--- src/sv/mspfp_pkg.sv ---
// Shared types and constants for the MSPv2 frame parser.
package mspfp_pkg;

    localparam logic [7:0] CHAR_DOLLAR    = 8'h24;
    localparam logic [7:0] CHAR_X         = 8'h58;
    localparam logic [7:0] CHAR_LT        = 8'h3C;
    localparam logic [7:0] CRC_POLY       = 8'hD5;
    localparam logic [7:0] CRC_MSB        = 8'h80;
    localparam logic [7:0] MAX_KEEP_RESET = 8'd128;

    localparam int QUEUE_DEPTH = 4;
    localparam int QUEUE_AW    = $clog2(QUEUE_DEPTH);
    localparam int QUEUE_CW    = QUEUE_AW + 1;

    localparam logic KIND_PAYLOAD = 1'b0;
    localparam logic KIND_REPORT  = 1'b1;

    typedef struct packed {
        logic        kind;
        logic [7:0]  data_byte;
        logic [7:0]  byte_index;
        logic [15:0] message_id;
        logic [7:0]  flag_byte;
        logic [15:0] payload_length;
        logic        check_status;
    } result_t;

    typedef struct packed {
        logic    valid;
        result_t data;
    } queue_out_t;

endpackage

--- src/sv/mspfp_ifs.sv ---
// Channel interfaces: received byte stream and parser results.
interface mspfp_rx_if;
    logic       valid;
    logic       ready;
    logic [7:0] rx_byte;

    modport source (output valid, output rx_byte, input ready);
    modport sink   (input valid, input rx_byte, output ready);
endinterface

interface mspfp_res_if;
    logic        valid;
    logic        ready;
    logic        kind;
    logic [7:0]  data_byte;
    logic [7:0]  byte_index;
    logic [15:0] message_id;
    logic [7:0]  flag_byte;
    logic [15:0] payload_length;
    logic        check_status;

    modport source (output valid, output kind, output data_byte, output byte_index,
                    output message_id, output flag_byte, output payload_length,
                    output check_status, input ready);
    modport sink   (input valid, input kind, input data_byte, input byte_index,
                    input message_id, input flag_byte, input payload_length,
                    input check_status, output ready);
endinterface

--- src/sv/mspfp_front.sv ---
// Front end: header hunt, field capture, CRC-8 DVB-S2 and result generation.
module mspfp_front (
    input  logic               clk,
    input  logic               rst_n,
    input  logic               accept,
    input  logic [7:0]         rx_byte,
    input  logic [7:0]         max_keep,
    output logic               push,
    output mspfp_pkg::result_t push_data
);
    import mspfp_pkg::*;

    typedef enum logic [3:0] {
        PH_HUNT_D  = 4'd0,
        PH_HUNT_X  = 4'd1,
        PH_HUNT_L  = 4'd2,
        PH_FLAG    = 4'd3,
        PH_ID_LO   = 4'd4,
        PH_ID_HI   = 4'd5,
        PH_LEN_LO  = 4'd6,
        PH_LEN_HI  = 4'd7,
        PH_PAYLOAD = 4'd8,
        PH_CRC     = 4'd9
    } phase_t;

    function automatic logic [7:0] crc8_update(input logic [7:0] c, input logic [7:0] b);
        logic [7:0] v;
        v = c ^ b;
        for (int k = 0; k < 8; k++) begin
            if ((v & CRC_MSB) != 8'd0)
                v = (v << 1) ^ CRC_POLY;
            else
                v = v << 1;
        end
        return v;
    endfunction

    phase_t      phase_reg, phase_next;
    logic [7:0]  crc_reg, crc_next;
    logic [15:0] id_reg, id_next;
    logic [15:0] len_reg, len_next;
    logic [7:0]  flag_reg, flag_next;
    logic [15:0] seen_reg, seen_next;
    logic [7:0]  crc_in;
    logic        emit;
    result_t     res;

    // FLAG restarts the CRC from zero for every frame
    assign crc_in = crc8_update((phase_reg == PH_FLAG) ? 8'd0 : crc_reg, rx_byte);

    always_comb
    begin
        phase_next = phase_reg;
        crc_next   = crc_reg;
        id_next    = id_reg;
        len_next   = len_reg;
        flag_next  = flag_reg;
        seen_next  = seen_reg;
        emit       = 1'b0;
        res        = '0;
        case (phase_reg)
            PH_HUNT_X:
            begin
                if (rx_byte == CHAR_X)
                    phase_next = PH_HUNT_L;
                else if (rx_byte == CHAR_DOLLAR)
                    phase_next = PH_HUNT_X;
                else
                    phase_next = PH_HUNT_D;
            end
            PH_HUNT_L:
            begin
                if (rx_byte == CHAR_LT)
                    phase_next = PH_FLAG;
                else if (rx_byte == CHAR_DOLLAR)
                    phase_next = PH_HUNT_X;
                else
                    phase_next = PH_HUNT_D;
            end
            PH_FLAG:
            begin
                flag_next  = rx_byte;
                crc_next   = crc_in;
                phase_next = PH_ID_LO;
            end
            PH_ID_LO:
            begin
                id_next    = {8'd0, rx_byte};
                crc_next   = crc_in;
                phase_next = PH_ID_HI;
            end
            PH_ID_HI:
            begin
                id_next    = {rx_byte, id_reg[7:0]};
                crc_next   = crc_in;
                phase_next = PH_LEN_LO;
            end
            PH_LEN_LO:
            begin
                len_next   = {8'd0, rx_byte};
                crc_next   = crc_in;
                phase_next = PH_LEN_HI;
            end
            PH_LEN_HI:
            begin
                len_next   = {rx_byte, len_reg[7:0]};
                crc_next   = crc_in;
                seen_next  = 16'd0;
                phase_next = ({rx_byte, len_reg[7:0]} == 16'd0) ? PH_CRC : PH_PAYLOAD;
            end
            PH_PAYLOAD:
            begin
                crc_next = crc_in;
                if (seen_reg < {8'd0, max_keep})
                begin
                    emit           = 1'b1;
                    res.kind       = KIND_PAYLOAD;
                    res.data_byte  = rx_byte;
                    res.byte_index = seen_reg[7:0];
                end
                seen_next = seen_reg + 16'd1;
                if (seen_next >= len_reg)
                    phase_next = PH_CRC;
            end
            PH_CRC:
            begin
                emit               = 1'b1;
                res.kind           = KIND_REPORT;
                res.message_id     = id_reg;
                res.flag_byte      = flag_reg;
                res.payload_length = len_reg;
                res.check_status   = (rx_byte != crc_reg);
                phase_next         = PH_HUNT_D;
            end
            default:
            begin
                phase_next = (rx_byte == CHAR_DOLLAR) ? PH_HUNT_X : PH_HUNT_D;
            end
        endcase
    end

    assign push      = accept && emit;
    assign push_data = res;

    always_ff @(posedge clk or negedge rst_n)
    begin
        if (!rst_n)
        begin
            phase_reg <= PH_HUNT_D;
            crc_reg   <= 8'd0;
            id_reg    <= 16'd0;
            len_reg   <= 16'd0;
            flag_reg  <= 8'd0;
            seen_reg  <= 16'd0;
        end
        else if (accept)
        begin
            phase_reg <= phase_next;
            crc_reg   <= crc_next;
            id_reg    <= id_next;
            len_reg   <= len_next;
            flag_reg  <= flag_next;
            seen_reg  <= seen_next;
        end
    end

    // an end report always sends the parser back to the header hunt
    a_report_rehunt: assert property (@(posedge clk) disable iff (!rst_n)
        (push && push_data.kind == KIND_REPORT) |=> (phase_reg == PH_HUNT_D))
        else $error("report did not return parser to hunt");

    // payload indexes stay below the configured keep count
    a_index_kept: assert property (@(posedge clk) disable iff (!rst_n)
        (push && push_data.kind == KIND_PAYLOAD) |-> (push_data.byte_index < max_keep))
        else $error("payload byte beyond keep count emitted");

endmodule

--- src/sv/mspfp_queue.sv ---
// Short result queue between the parser front end and the output stage.
module mspfp_queue (
    input  logic                  clk,
    input  logic                  rst_n,
    input  logic                  push,
    input  mspfp_pkg::result_t    push_data,
    output logic                  has_room,
    input  logic                  pop,
    output mspfp_pkg::queue_out_t head
);
    import mspfp_pkg::*;

    result_t             mem_reg [QUEUE_DEPTH];
    logic [QUEUE_AW-1:0] wr_ptr_reg, wr_ptr_next;
    logic [QUEUE_AW-1:0] rd_ptr_reg, rd_ptr_next;
    logic [QUEUE_CW-1:0] count_reg, count_next;

    assign has_room   = (count_reg != QUEUE_CW'(QUEUE_DEPTH));
    assign head.valid = (count_reg != '0);
    assign head.data  = mem_reg[rd_ptr_reg];

    always_comb
    begin
        wr_ptr_next = push ? wr_ptr_reg + 1'b1 : wr_ptr_reg;
        rd_ptr_next = pop ? rd_ptr_reg + 1'b1 : rd_ptr_reg;
        count_next  = count_reg + QUEUE_CW'(push) - QUEUE_CW'(pop);
    end

    always_ff @(posedge clk)
    begin
        if (push)
            mem_reg[wr_ptr_reg] <= push_data;
    end

    always_ff @(posedge clk or negedge rst_n)
    begin
        if (!rst_n)
        begin
            wr_ptr_reg <= '0;
            rd_ptr_reg <= '0;
            count_reg  <= '0;
        end
        else
        begin
            wr_ptr_reg <= wr_ptr_next;
            rd_ptr_reg <= rd_ptr_next;
            count_reg  <= count_next;
        end
    end

    a_no_overflow: assert property (@(posedge clk) disable iff (!rst_n)
        push |-> (has_room || pop))
        else $error("push into full queue");

    a_no_underflow: assert property (@(posedge clk) disable iff (!rst_n)
        pop |-> head.valid)
        else $error("pop from empty queue");

    a_count_range: assert property (@(posedge clk) disable iff (!rst_n)
        count_reg <= QUEUE_CW'(QUEUE_DEPTH))
        else $error("queue count out of range");

    a_ptr_track: assert property (@(posedge clk) disable iff (!rst_n)
        (count_reg == '0) |-> (wr_ptr_reg == rd_ptr_reg))
        else $error("queue pointers disagree with empty count");

endmodule

--- src/sv/mspfp_back.sv ---
// Output stage: registers the queue head onto the result channel.
module mspfp_back (
    input  logic                  clk,
    input  logic                  rst_n,
    input  mspfp_pkg::queue_out_t head,
    output logic                  pop,
    mspfp_res_if.source           res
);
    import mspfp_pkg::*;

    logic    valid_reg, valid_next;
    result_t data_reg;

    assign pop        = head.valid && (!valid_reg || res.ready);
    assign valid_next = pop || (valid_reg && !res.ready);

    always_ff @(posedge clk or negedge rst_n)
    begin
        if (!rst_n)
            valid_reg <= 1'b0;
        else
            valid_reg <= valid_next;
    end

    always_ff @(posedge clk)
    begin
        if (pop)
            data_reg <= head.data;
    end

    assign res.valid          = valid_reg;
    assign res.kind           = data_reg.kind;
    assign res.data_byte      = data_reg.data_byte;
    assign res.byte_index     = data_reg.byte_index;
    assign res.message_id     = data_reg.message_id;
    assign res.flag_byte      = data_reg.flag_byte;
    assign res.payload_length = data_reg.payload_length;
    assign res.check_status   = data_reg.check_status;

endmodule

--- src/sv/msp_v2_frame_parser_top.sv ---
// MSPv2 frame parser: header hunt, CRC-8 DVB-S2 check, payload and report output.
//
// rx:  one received serial byte per transaction (valid/ready).
// res: one result per transaction; kind 0 is a kept payload byte with its
//      index, kind 1 is the end-of-frame report (id, flag, length, and
//      check_status 1 on CRC mismatch). Most bytes give no result.
// cfg_we/cfg_wdata: writes max_keep, the number of payload bytes passed on
//      per frame; change it only while the block is idle.
// Throughput: one byte per cycle while rx.ready is high; the CRC and fields
//      update on each accepted byte, so rx.ready stays high unless results back up.
// Results: each result is written into the queue at the edge that accepts its
//      byte, then loaded into the output register that drives res.valid.
// When res stalls, results collect in the queue; rx.ready drops only once
//      the queue is full and rises again as soon as an entry leaves.
// Reset clears the parser to the header hunt, empties the queue, drops
//      res.valid and sets max_keep to 128.
module msp_v2_frame_parser_top (
    input  logic       clk,
    input  logic       rst_n,
    mspfp_rx_if.sink   rx,
    mspfp_res_if.source res,
    input  logic       cfg_we,
    input  logic [7:0] cfg_wdata
);
    import mspfp_pkg::*;

    logic       max_keep_reg;
    logic [7:0] max_keep_q_reg;
    logic       accept;
    logic       push;
    logic       has_room;
    logic       pop;
    result_t    push_data;
    queue_out_t head;

    always_ff @(posedge clk or negedge rst_n)
    begin
        if (!rst_n)
        begin
            max_keep_q_reg <= MAX_KEEP_RESET;
            max_keep_reg   <= 1'b0;
        end
        else if (cfg_we)
        begin
            max_keep_q_reg <= cfg_wdata;
            max_keep_reg   <= 1'b1;
        end
    end

    assign rx.ready = has_room;
    assign accept   = rx.valid && has_room;

    mspfp_front u_front (
        .clk       (clk),
        .rst_n     (rst_n),
        .accept    (accept),
        .rx_byte   (rx.rx_byte),
        .max_keep  (max_keep_q_reg),
        .push      (push),
        .push_data (push_data)
    );

    mspfp_queue u_queue (
        .clk       (clk),
        .rst_n     (rst_n),
        .push      (push),
        .push_data (push_data),
        .has_room  (has_room),
        .pop       (pop),
        .head      (head)
    );

    mspfp_back u_back (
        .clk   (clk),
        .rst_n (rst_n),
        .head  (head),
        .pop   (pop),
        .res   (res)
    );

    // once written, the keep register tracks the last write
    a_cfg_write: assert property (@(posedge clk) disable iff (!rst_n)
        cfg_we |=> (max_keep_reg && max_keep_q_reg == $past(cfg_wdata)))
        else $error("max_keep write lost");

endmodule

--- src/flat_wrapper.sv ---
// flat-port wrapper written by rule: the top's interface ports become plain ports
module msp_v2_frame_parser_top_flat import mspfp_pkg::*;
  (clk, rst_n, cfg_we, cfg_wdata, rx_valid, rx_rx_byte, rx_ready, res_valid, res_kind, res_data_byte, res_byte_index, res_message_id, res_flag_byte, res_payload_length, res_check_status, res_ready);
  mspfp_rx_if rx_i ();
  mspfp_res_if res_i ();
  input  logic clk;
  input  logic rst_n;
  input  logic cfg_we;
  input  logic [7:0] cfg_wdata;
  input wire logic [$bits(rx_i.valid)-1:0] rx_valid;
  input wire logic [$bits(rx_i.rx_byte)-1:0] rx_rx_byte;
  output wire logic [$bits(rx_i.ready)-1:0] rx_ready;
  output wire logic [$bits(res_i.valid)-1:0] res_valid;
  output wire logic [$bits(res_i.kind)-1:0] res_kind;
  output wire logic [$bits(res_i.data_byte)-1:0] res_data_byte;
  output wire logic [$bits(res_i.byte_index)-1:0] res_byte_index;
  output wire logic [$bits(res_i.message_id)-1:0] res_message_id;
  output wire logic [$bits(res_i.flag_byte)-1:0] res_flag_byte;
  output wire logic [$bits(res_i.payload_length)-1:0] res_payload_length;
  output wire logic [$bits(res_i.check_status)-1:0] res_check_status;
  input wire logic [$bits(res_i.ready)-1:0] res_ready;
  assign rx_i.valid = rx_valid;
  assign rx_i.rx_byte = rx_rx_byte;
  assign rx_ready = rx_i.ready;
  assign res_valid = res_i.valid;
  assign res_kind = res_i.kind;
  assign res_data_byte = res_i.data_byte;
  assign res_byte_index = res_i.byte_index;
  assign res_message_id = res_i.message_id;
  assign res_flag_byte = res_i.flag_byte;
  assign res_payload_length = res_i.payload_length;
  assign res_check_status = res_i.check_status;
  assign res_i.ready = res_ready;
  msp_v2_frame_parser_top u_core (.clk(clk), .rst_n(rst_n), .rx(rx_i), .res(res_i), .cfg_we(cfg_we), .cfg_wdata(cfg_wdata));
endmodule
--- config.mk ---
export PLATFORM = sky130hd
export DESIGN_NAME = msp_v2_frame_parser_top_flat
export DESIGN_NICKNAME = d
export VERILOG_FILES = /design/src/sv/mspfp_pkg.sv /design/src/sv/mspfp_ifs.sv /design/src/sv/mspfp_front.sv /design/src/sv/mspfp_queue.sv /design/src/sv/mspfp_back.sv /design/src/sv/msp_v2_frame_parser_top.sv /design/src/flat_wrapper.sv
export SDC_FILE = /design/constraint.sdc
export NUM_CORES = 1
export LEC_CHECK = 0
export BUFFER_PORTS_ARGS = -buffer_cell sky130_fd_sc_hd__buf_4
export CAP_MARGIN = 30
export CORE_ASPECT_RATIO = 1.5
export CORE_MARGIN = 5
export CORE_UTILIZATION = 61
export CTS_CLUSTER_SIZE = 30
export DETAILED_ROUTE_END_ITERATION = 10
export PLACE_DENSITY_LB_ADDON = 0.05
export SYNTH_ARGS = -nofsm -noshare
export SYNTH_HDL_FRONTEND = slang
export SYNTH_SLANG_ARGS = --single-unit
export TNS_END_PERCENT = 50
--- constraint.sdc ---
create_clock -name clk -period 7.1 [get_ports clk]
set_clock_uncertainty 0.1 [all_clocks]
set_input_delay 0.355 -clock clk [delete_from_list [all_inputs] [get_ports clk]]
set_output_delay 0.355 -clock clk [all_outputs]
set_load 0.01 [all_outputs]
After elaboration in Yosys (flattened, before gate mapping). Memory sizes are Yosys's and may differ from the RTL's. A register that Yosys moved wholly into a read port is not among the register bits. Index checks and enable logic that the tools add are counted.

Add/subtract/negate cells: 5. Bitwise operators: 11. Multiplexer cells: 26. Eq/ne operators: 15. Reduce and logical (&&, ||, !) cells: 22. Magnitude comparators: 2.

Operators by type and width (number): case mux 16 bit (2 select lines) (3); two-way mux 8 bit (9); two-way mux 41 bit (1); inverter 5 bit (8); case mux 4 bit (9 select lines) (1); two-way mux 16 bit (2); adder 16 x 1 -> 16 bit (second input constant) (1); == test 4 x 3 -> 1 bit (second input constant) (4); == test 8 x 6 -> 1 bit (second input constant) (2); >= comparator 16 bit (1); zero test 16 bit (1); < comparator 16 x 8 -> 1 bit (1); AND reduction 2 bit (6); == test 4 x 2 -> 1 bit (second input constant) (2); == test 4 bit (second input constant) (2); == test 8 x 7 -> 1 bit (second input constant) (1); inequality test 8 bit (1); bitwise XOR 8 bit (1); AND reduction 3 bit (2); nonzero test 2 bit (3); OR reduction 6 bit (1); two-way mux 1 bit (5); adder 2 x 1 -> 2 bit (second input constant) (2); == test 4 x 1 -> 1 bit (second input constant) (1); 12 further kinds (20).

Output and inout port bits: 60. Logic and storage cells: 95. Input port bits: 21. Memories: 1. Flip-flop bits (word level): 84. Bits in writable memories: 232.

Memory list: u_core.u_queue.mem_reg (depth 4, bits a word 58, rd ports 1, clocked after memory_dff 1, write ports 1, RTL line mspfp_queue.sv:13) `result_t mem_reg [QUEUE_DEPTH];`.

Logic depth before layout (Yosys ltp). Gate-level depths: netlist of the first run.

Depth in word-level cells: 19. Mapped depth: 14. Depth with buffers taken out: 13.

Hierarchy. A second synthesis of the first run with hierarchy kept.

Cell total of the unflattened synthesis: 946. Area total of the unflattened synthesis: 15590.0 µm².

By module, submodules not included: mspfp_queue (instances 1, area each 8832.2 µm², cells each 339, sequential area each 7141.8 µm²); mspfp_front (instances 1, area each 4633.2 µm², cells each 527, sequential area each 1701.6 µm²); mspfp_back (instances 1, area each 1785.5 µm², cells each 62, sequential area each 1766.7 µm²); msp_v2_frame_parser_top (instances 1, area each 339.1 µm², cells each 18, sequential area each 201.4 µm²).

Least setup slack after synthesis of the first run. OpenSTA, ideal clock, no wires.

Path kind: register to register. From: register u_core.u_queue.count_reg[1]. To: register u_core.u_queue.count_reg[2]. Cell stages (with the launch flop): 10. Buffers on the path: 0. Setup time: 0.123 ns. Required time: 6.877 ns. Slack: 1.931 ns. Period minus slack after synthesis: 5.169 ns. Data arrival time: 4.946 ns. Cell sequence: dfrtp_1 > nor3_1 > a21oi_1 > ha_1 > inv_1 > ha_1 > inv_1 > fa_1 > xnor2_1 > xnor2_1.

Elaborated cells between the ends (all ways): 7. Classes of those cells: add/sub: 2; eq/ne: 1; reduce/logical: 4.

RTL lines: start: declaration (RTL line mspfp_queue.sv:16) `logic [QUEUE_CW-1:0] count_reg, count_next;`; start signal: assignment (RTL line mspfp_queue.sv:47) `count_reg <= count_next;`; nonzero test 3 bit (RTL line mspfp_queue.sv:19) `assign head.valid = (count_reg != '0);`; logical AND 1 bit (RTL line mspfp_back.sv:14) `assign pop = head.valid && (!valid_reg || res.ready);`; via u_core.pop (RTL line msp_v2_frame_parser_top.sv:32) `logic pop;`; subtractor 3 x 1 -> 3 bit (RTL line mspfp_queue.sv:26) `count_next = count_reg + QUEUE_CW'(push) - QUEUE_CW'(pop);`; via u_core.u_queue.count_next[2] (RTL line mspfp_queue.sv:16).

The timed path passes the listed nets, and every way through them passes these cells. A chain may end at the register's enable or synchronous reset.

Worst setup path after layout of the first run.
From: register u_core.u_front.phase_reg[0]. To: memory u_core.u_queue.mem_reg[1][36] (netlist bit) (enable).

Word-level cells in the longest chain between the ends: 5. Elaborated cells between the ends (all ways): 6. Classes of those cells: eq/ne: 2; mux: 3; reduce/logical: 1.

Ends and longest elaborated chain: start: declaration (RTL line mspfp_front.sv:38) `phase_t phase_reg, phase_next;`; start signal: assignment (RTL line mspfp_front.sv:158) `phase_reg <= phase_next;`; == test 4 bit (RTL line mspfp_front.sv:61) `case (phase_reg)`; case mux 1 bit (2 select lines) (*) (RTL line mspfp_front.sv:61); logical AND 1 bit (*) (RTL line mspfp_front.sv:142) `assign push = accept && emit;`; via u_core.push (RTL line msp_v2_frame_parser_top.sv:30) `logic push;`; two-way mux 1 bit (*) (RTL line mspfp_queue.sv:31) `if (push)`; two-way mux 1 bit (not written as such) (*) (RTL line mspfp_queue.sv:32) `mem_reg[wr_ptr_reg] <= push_data;`; end: declaration (RTL line mspfp_queue.sv:13).

Mark *: on every way through the listed nets, which the timed path passes. The rest lies on a longest branch.

==> results of run 1 <==
-- through the flow --
step	hold WS [ns]	total power [mW]	instance area (µm²)	worst slack, ns
3_3_place_gp	0.2271	5.335	16280	2.847
4_1_cts	0.006481	7.152	17440	2.710
2_1_floorplan	-0.04059	4.697	15380	1.931
3_5_place_dp	0.2295	5.394	16290	2.742
5_1_grt	0.02179	7.419	17440	2.345
6_report	0.02194	7.041	17440	2.717
-- layout make-up --
| type | count | area [µm²] | share of cell area, % |
|---|---|---|---|
| sequential | 374 | 10820 | 62.03 |
| timing repair buffer | 99 | 772.0 | 4.426 |
| clock inverter | 14 | 127.6 | 0.7318 |
| multi-input combinational | 490 | 4253 | 24.38 |
| clock buffer | 45 | 923.4 | 5.294 |
| tap | 328 | 410.4 | 2.353 |
| inverter | 36 | 135.1 | 0.7748 |
-- cells in the final DEF, fill, tap and decap left out, drive strengths merged, types with 6 or more instances in the layout --
cell type,synthesis,final
edfxtp,290,290
xnor2,35,35
clkinv,0,10
dfrtp,83,83
nor4,7,7
nand3,11,11
a21o,7,7
and2,51,51
a21oi,15,15
clkbuf,32,45
a22o,6,6
nor2,42,42
nand4,6,6
dlygate4sd3,0,10
buf,17,89
mux2,21,21
ha,30,30
inv,36,37
nand2,66,66
xor2,22,22
o21ai,63,63
mux4,58,58
-- cell families (layout without fill, tap and decap cells) --
logic type | after synthesis | in the layout | synth area share, %
buffers and inverters | 85 | 194 | 2.181
DFF | 374 | 374 | 70.31
and+or+nand+nor | 205 | 205 | 6.656
muxes | 82 | 82 | 10.23
xor gates and xnor gates | 59 | 59 | 3.759
adders and majority gates | 31 | 31 | 2.571
AOI/OAI and AO/OA | 113 | 113 | 4.296
-- power by group through the flow --
stage | clock [mW] | combinational [mW] | sequential, mW
after floorplan | 0 | 1.33 | 3.37
after global placement | 0 | 1.92 | 3.42
after detailed placement | 0 | 1.94 | 3.46
after CTS | 1.79 | 1.95 | 3.41
after global routing | 1.87 | 2.08 | 3.47
final | 1.74 | 1.90 | 3.40
-- metal layers --
layer  vias to the layer above  wire, µm
li1                       3727         -
met1                      4034     11760
met2                       202     15770
met3                        66      1197
met4                         0       993
met5                         -         0
-- how the worst max path moves through the flow --
stage	from	endpoint	slack, ns	cells after the start
detailed placement	u_core.u_front.phase_reg[0]	u_core.u_queue.mem_reg[0][4]	2.74	5
CTS	u_core.u_front.phase_reg[0]	u_core.u_queue.mem_reg[0][5]	2.71	5
global placement	u_core.u_front.phase_reg[0]	u_core.u_queue.mem_reg[0][6]	2.85	5
finish	u_core.u_front.phase_reg[0]	u_core.u_queue.mem_reg[1][36]	2.72	5
global route	u_core.u_front.phase_reg[0]	u_core.u_queue.mem_reg[3][15]	2.35	5
floorplan	u_core.u_queue.count_reg[1]	u_core.u_queue.count_reg[2]	1.93	9
-- worst max-delay path, delay by kind of cell, from the launching register on --
kind            cells  cell delay [ns]
simple gates        3             1.98
flops               1             0.75
compound gates      1             0.60
buf+inv             1             0.53
-- repair_timing --
| item | 4_1_cts | 5_1_grt |
|---|---|---|
| hold buffers | 10 | 0 |
| buffers inserted | 0 | 0 |
| endpoints found under the hold margin | 41 | 0 |
==> results_dict.tcl, run 1 <==
set metrics [dict create \
    dpl.hpwl_um 19440 \
    grt.met1_usage_pct 27.23 \
    port_buffers 80 \
    final_cell_count_no_fill 1386 \
    hp-start "cfg_we" \
    num-fill-cells 1636 \
    cts_tree "done" \
    area_of_the_die_um2 28550 \
    crit_required_ns 7.16 \
    grt_busiest_layer "met2" \
    postSynthRegisterBits 374 \
    cts-buffers-inserted 34 \
    synth-warning-count 0 \
    initial_utilization_pct 61.60 \
    power_frac_comb_pct 27.0 \
    clockBufferDepth 3 \
    power_report.internal_total_mw 5.027 \
    drt.antenna.violating_nets 0 \
    capture_endpoint_of_the_worst_hold_path "u_core.max_keep_q_reg[7]" \
    number_of_stages_on_the_worst_hold_path 2 \
    globalplace.congestion 0.8384 \
    crit-reg2reg-capture "u_core.u_queue.mem_reg[1][36]" \
    class_of_the_most_critical_hold_timing_path "input pin to flip-flop" \
    global_route_wire_length_before_repair_um 46960 \
    critPathArrivalTime_ns 4.44 \
    synth_area_leaders "sky130_fd_sc_hd__edfxtp_1 (57%), sky130_fd_sc_hd__dfrtp_1 (14%), sky130_fd_sc_hd__mux4_2 (8.5%)" \
    fp.dieH_um 204.5 \
    worstReg2RegStart "u_core.u_front.phase_reg[0]" \
    power-per-cell-area_nw_per_um2 403.7 \
    number_of_synthesized_flops_with_an_enable_pin 290 \
    grt.met2_usage_pct 38.21 \
    timing_worst_setup_path_type "flip-flop to flip-flop" \
    cts.htree.levels 2 \
    setup_tns_ns 0 \
    outcome "complete, no violations" \
    n_antenna_cell 0 \
    timing.critical_path.fanout_max 31 \
    dominantRegCellSynth "sky130_fd_sc_hd__edfxtp_1" \
    num_io_pins 81 \
    reg2regPathDepth 5 \
    clock.fmax_mhz 228.1 \
    worst_pin_slew_ns 0.9037 \
    grt_max_degree 62 \
    num-nets-final 1087 \
    core_footprint_um2 24960 \
    dr_drc_count 0 \
    drtIter0Drc 542 \
    period_minus_slack_ns 4.383 \
    setup_repair_after_global_routing_missed_its_margin "no" \
    clk_root_buffer_cell "sky130_fd_sc_hd__clkbuf_16" \
    endpoint_kind "flip-flop" \
    synth-async-reset-ratio_pct 22.46 \
    critPathMaxStageDelay_ns 0.79 \
    via_count_of_the_first_global_routing_pass 8258 \
    max_ffs_per_register 232 \
    number_of_instances_resized_during_post_cts_repair 0 \
    final_min_period_over_clock_period_pct 61.74 \
    netlist_area_um2 15380 \
    initial_antenna_violation_count 0 \
    cts.reportedPaths.clkPinSlew_ns 0.07 \
    met3_global_route_usage_pct 2.879 \
    postSynthAreaPerCell_um2 16.20 \
    count_of_vias_placed_by_the_detailed_router 8029 \
    internal_reg_to_reg_setup_slack_ns 2.72 \
    power_switching_mw 2.014 \
    fp.dieW_um 139.6 \
    synthCells 949 \
    syn2layout_area_growth_pct 13.42 \
    globalRoute.totalOverflow 0 \
    synth_largest_area_cell "sky130_fd_sc_hd__edfxtp_1" \
    synth_top_area_share_pct 56.63 \
    power.clock.fraction_pct 24.7 \
    switching_share_pct 28.60 \
    final_util_pct 69.87 \
    post_synth_most_frequent_cells "sky130_fd_sc_hd__edfxtp_1 (290), sky130_fd_sc_hd__dfrtp_1 (83), sky130_fd_sc_hd__nand2_1 (66), sky130_fd_sc_hd__o21ai_0 (63), sky130_fd_sc_hd__mux4_2 (58)" \
    critical_path.startpoint_type "flip-flop" \
    clock-sinks 374 \
    synth_cell_type_count 57 \
    detailedRoute.firstPassIterationCount 6 \
    final_layout_size_suffix_gt1_share_pct 22.02 \
    worst_skew_pair.late_latency_ns 0.51 \
    postSynthNetCount 1001 \
    groute.usage.overall_pct 21.42 \
    power.ir.vdd_worst_uv 245.7 \
    cap_violations 0 \
    placedCellCount 1317 \
    timing.critical_path.slowest_stage_cell "sky130_fd_sc_hd__and2_2" \
    report.final.slew_viol_count 0 \
    yosysMostFrequentCell "sky130_fd_sc_hd__edfxtp_1" \
    finalSetupViolations 0 \
    drt-total-wl_um 29720 \
    power.sequential.fraction_pct 48.3 \
    synth-seq-area-share_pct 70.31 \
    leakage_nw 6.336 \
    timing.slew.headroom_pct 39.75 \
    drt-vias-per-instance 5.793 \
    finalHoldViolations 0 \
    placementRows 71 \
    worstPathCellList "nand3_1 -> and3_1 -> a21oi_1 -> and2_2 -> buf_4" \
    route.detailed.wl_per_inst_um 21.44 \
]
Note: power is estimated with default switching activity, not from simulation.
==> run 2, diff against run 1 <==
==> constraint.sdc (replaced) <==
create_clock -name clk -period 4.4 [get_ports clk]
set_clock_uncertainty 0.1 [all_clocks]
set_input_delay 0.22 -clock clk [delete_from_list [all_inputs] [get_ports clk]]
set_output_delay 0.22 -clock clk [all_outputs]
set_load 0.01 [all_outputs]
==> results_dict.tcl, run 2 (synthesized netlist as in run 1, its figures left out) <==
set metrics [dict create \
    timing_worst_setup_path_type "flip-flop to flip-flop" \
    layout_common_cells "sky130_fd_sc_hd__edfxtp_1 (290), sky130_fd_sc_hd__buf_4 (88), sky130_fd_sc_hd__dfrtp_1 (81)" \
    max_ffs_per_register 232 \
    placementRows 71 \
    finalHoldViolations 0 \
    cts_tree "done" \
    setup_repair_after_global_routing_missed_its_margin "no" \
    timing.slew.headroom_pct 39.64 \
    number_of_instances_resized_during_post_cts_repair 0 \
    dr_drc_count 0 \
    outcome "complete, no violations" \
    fp.dieW_um 139.6 \
    via_count_of_the_first_global_routing_pass 8408 \
    mostFrequentLayoutCell "sky130_fd_sc_hd__edfxtp_1" \
    power.sequential.fraction_pct 47.6 \
    power_report.internal_total_mw 8.254 \
    crit_required_ns 4.70 \
    switching_share_pct 28.29 \
    critPathArrivalTime_ns 3.89 \
    groute.usage.overall_pct 21.52 \
    num-nets-final 1114 \
    final_layout_size_suffix_gt1_share_pct 22.08 \
    fp.dieH_um 204.5 \
    grt_max_degree 60 \
    drt-vias-per-instance 5.772 \
    power.clock.fraction_pct 25.1 \
    endpoint_kind "flip-flop" \
    fin_total_pwr_mw 11.51 \
    num_io_pins 81 \
    internal_reg_to_reg_setup_slack_ns 0.81 \
    cts.htree.levels 2 \
    clockBufferDepth 3 \
    cts-buffers-inserted 34 \
    port_buffers 80 \
    class_of_the_most_critical_hold_timing_path "input pin to asynchronous set/reset pin" \
    n_antenna_cell 0 \
    globalplace.congestion 0.8162 \
    clock.fmax_mhz 278.7 \
    timing.critical_path.fanout_max 8 \
    period_minus_slack_ns 3.587 \
    clock-sinks 374 \
    power_switching_mw 3.257 \
    area_of_the_die_um2 28550 \
    drt.antenna.violating_nets 0 \
    worst_pin_slew_ns 0.9055 \
    core_footprint_um2 24960 \
    syn2layout_area_growth_pct 15.82 \
    setup_tns_ns 0 \
    detailedRoute.firstPassIterationCount 5 \
    cap_violations 0 \
    drt-total-wl_um 29840 \
    worst_skew_pair.late_latency_ns 0.51 \
    dpl.hpwl_um 18490 \
    leakage_nw 6.480 \
    finalSetupViolations 0 \
    globalRoute.totalOverflow 0 \
    clk_root_buffer_cell "sky130_fd_sc_hd__clkbuf_16" \
    initial_antenna_violation_count 0 \
    power_frac_comb_pct 27.3 \
    num-fill-cells 1562 \
    final_min_period_over_clock_period_pct 81.53 \
    cts.reportedPaths.clkPinSlew_ns 0.07 \
    route.detailed.wl_per_inst_um 21.09 \
    count_of_vias_placed_by_the_detailed_router 8168 \
    power.ir.vdd_worst_uv 537.8 \
    global_route_wire_length_before_repair_um 46980 \
    drtIter0Drc 535 \
    power-per-cell-area_nw_per_um2 646.3 \
    report.final.slew_viol_count 0 \
    initial_utilization_pct 61.60 \
    critical_path.startpoint_type "flip-flop" \
]
==> run 2: changes by cell type in the layout (fill, tap and decap cells not counted) <==
cell and change:
sky130_fd_sc_hd__buf_6 -1, sky130_fd_sc_hd__bufinv_16 +1, sky130_fd_sc_hd__clkinv_4 -2, sky130_fd_sc_hd__clkbuf_1 -1
sky130_fd_sc_hd__buf_16 +1, sky130_fd_sc_hd__dlygate4sd3_1 +23, sky130_fd_sc_hd__clkbuf_8 +1, sky130_fd_sc_hd__clkinvlp_4 +2
sky130_fd_sc_hd__buf_12 +4, sky130_fd_sc_hd__clkinv_2 +1
==> run 2: worst max-delay path, cell delays in order, from the launching register on <==
cell and delay, ns:
sky130_fd_sc_hd__dfrtp_1 0.46, sky130_fd_sc_hd__ha_1 0.27, sky130_fd_sc_hd__nand3_1 0.12, sky130_fd_sc_hd__or2_2 0.37, sky130_fd_sc_hd__nor3_1 0.42, sky130_fd_sc_hd__nand3_1 0.16, sky130_fd_sc_hd__xnor2_1 0.22, sky130_fd_sc_hd__ha_1 0.28
sky130_fd_sc_hd__nor2b_1 0.13, sky130_fd_sc_hd__o21ai_0 0.14, sky130_fd_sc_hd__o211ai_1 0.12, sky130_fd_sc_hd__and2_0 0.17, sky130_fd_sc_hd__a31o_2 0.25, sky130_fd_sc_hd__mux2_2 0.28
==> run 2: power groups by stage <==
stage | Combinational (mW) | Clock [mW] | Sequential [mW]
6_report | 3.15 | 2.88 | 5.48
3_3_place_gp | 3.05 | 0 | 5.59
3_5_place_dp | 3.18 | 0 | 5.56
2_1_floorplan | 2.14 | 0 | 5.43
4_1_cts | 3.22 | 2.94 | 5.50
5_1_grt | 3.45 | 3.10 | 5.59
==> run 2: per-stage QoR <==
step | hold WS, ns | worst slack [ns] | std cells | util [%] | cell area [µm²]
after global routing | 0.2837 | 0.5103 | 1415 | 71.34 | 17810
after detailed placement | 0.2345 | 0.8045 | 1321 | 65.64 | 16390
final | 0.2031 | 0.8125 | 1415 | 71.34 | 17810
after CTS | 0.2204 | 0.8014 | 1415 | 71.34 | 17810
after floorplan | -0.1756 | 0.5856 | 949 | - | 15380
after global placement | 0.2310 | 0.8881 | 1320 | 65.53 | 16360
==> run 2: final cells by class <==
class                      instances  area, µm²  area share (%)
clock buffer                      45      933.4           5.241
clock inverter                    16      160.2          0.8993
tap                              328      410.4           2.304
inverter                          36      135.1          0.7587
timing repair buffer             126       1099           6.168
multi-input combinational        490       4253           23.88
sequential                       374      10820           60.75
==> run 2: final timing paths <==
kind / from / endpoint / cells after the start
setup / recovery: u_core.u_front.seen_reg[0] / u_core.u_front.phase_reg[1] / 13
hold reg to reg: u_core.u_front.id_reg[14] / u_core.u_front.id_reg[14] / 2
setup reg to reg: u_core.u_front.seen_reg[0] / u_core.u_front.phase_reg[1] / 13
max in group asynchronous: rst_n / u_core.u_queue.rd_ptr_reg[0] / 3
hold / removal: rst_n / u_core.u_queue.wr_ptr_reg[1] / 2
min in group clk: rx_valid / u_core.u_front.phase_reg[2] / 4
==> run 2: timing repair <==
| item | CTS | global route |
|---|---|---|
| endpoints found under the hold margin | 76 | 0 |
| hold buffers | 33 | 0 |
| buffers inserted | 0 | 0 |
==> run 2: layer usage <==
layer | wire, µm | part of all wire, % | track usage (%)
met2 | 16010 | 54 | 39.49
met5 | 0 | 0 | 0
met3 | 1089 | 3.6 | 3.160
met4 | 923 | 3.1 | 6.925
met1 | 11820 | 40 | 26.35
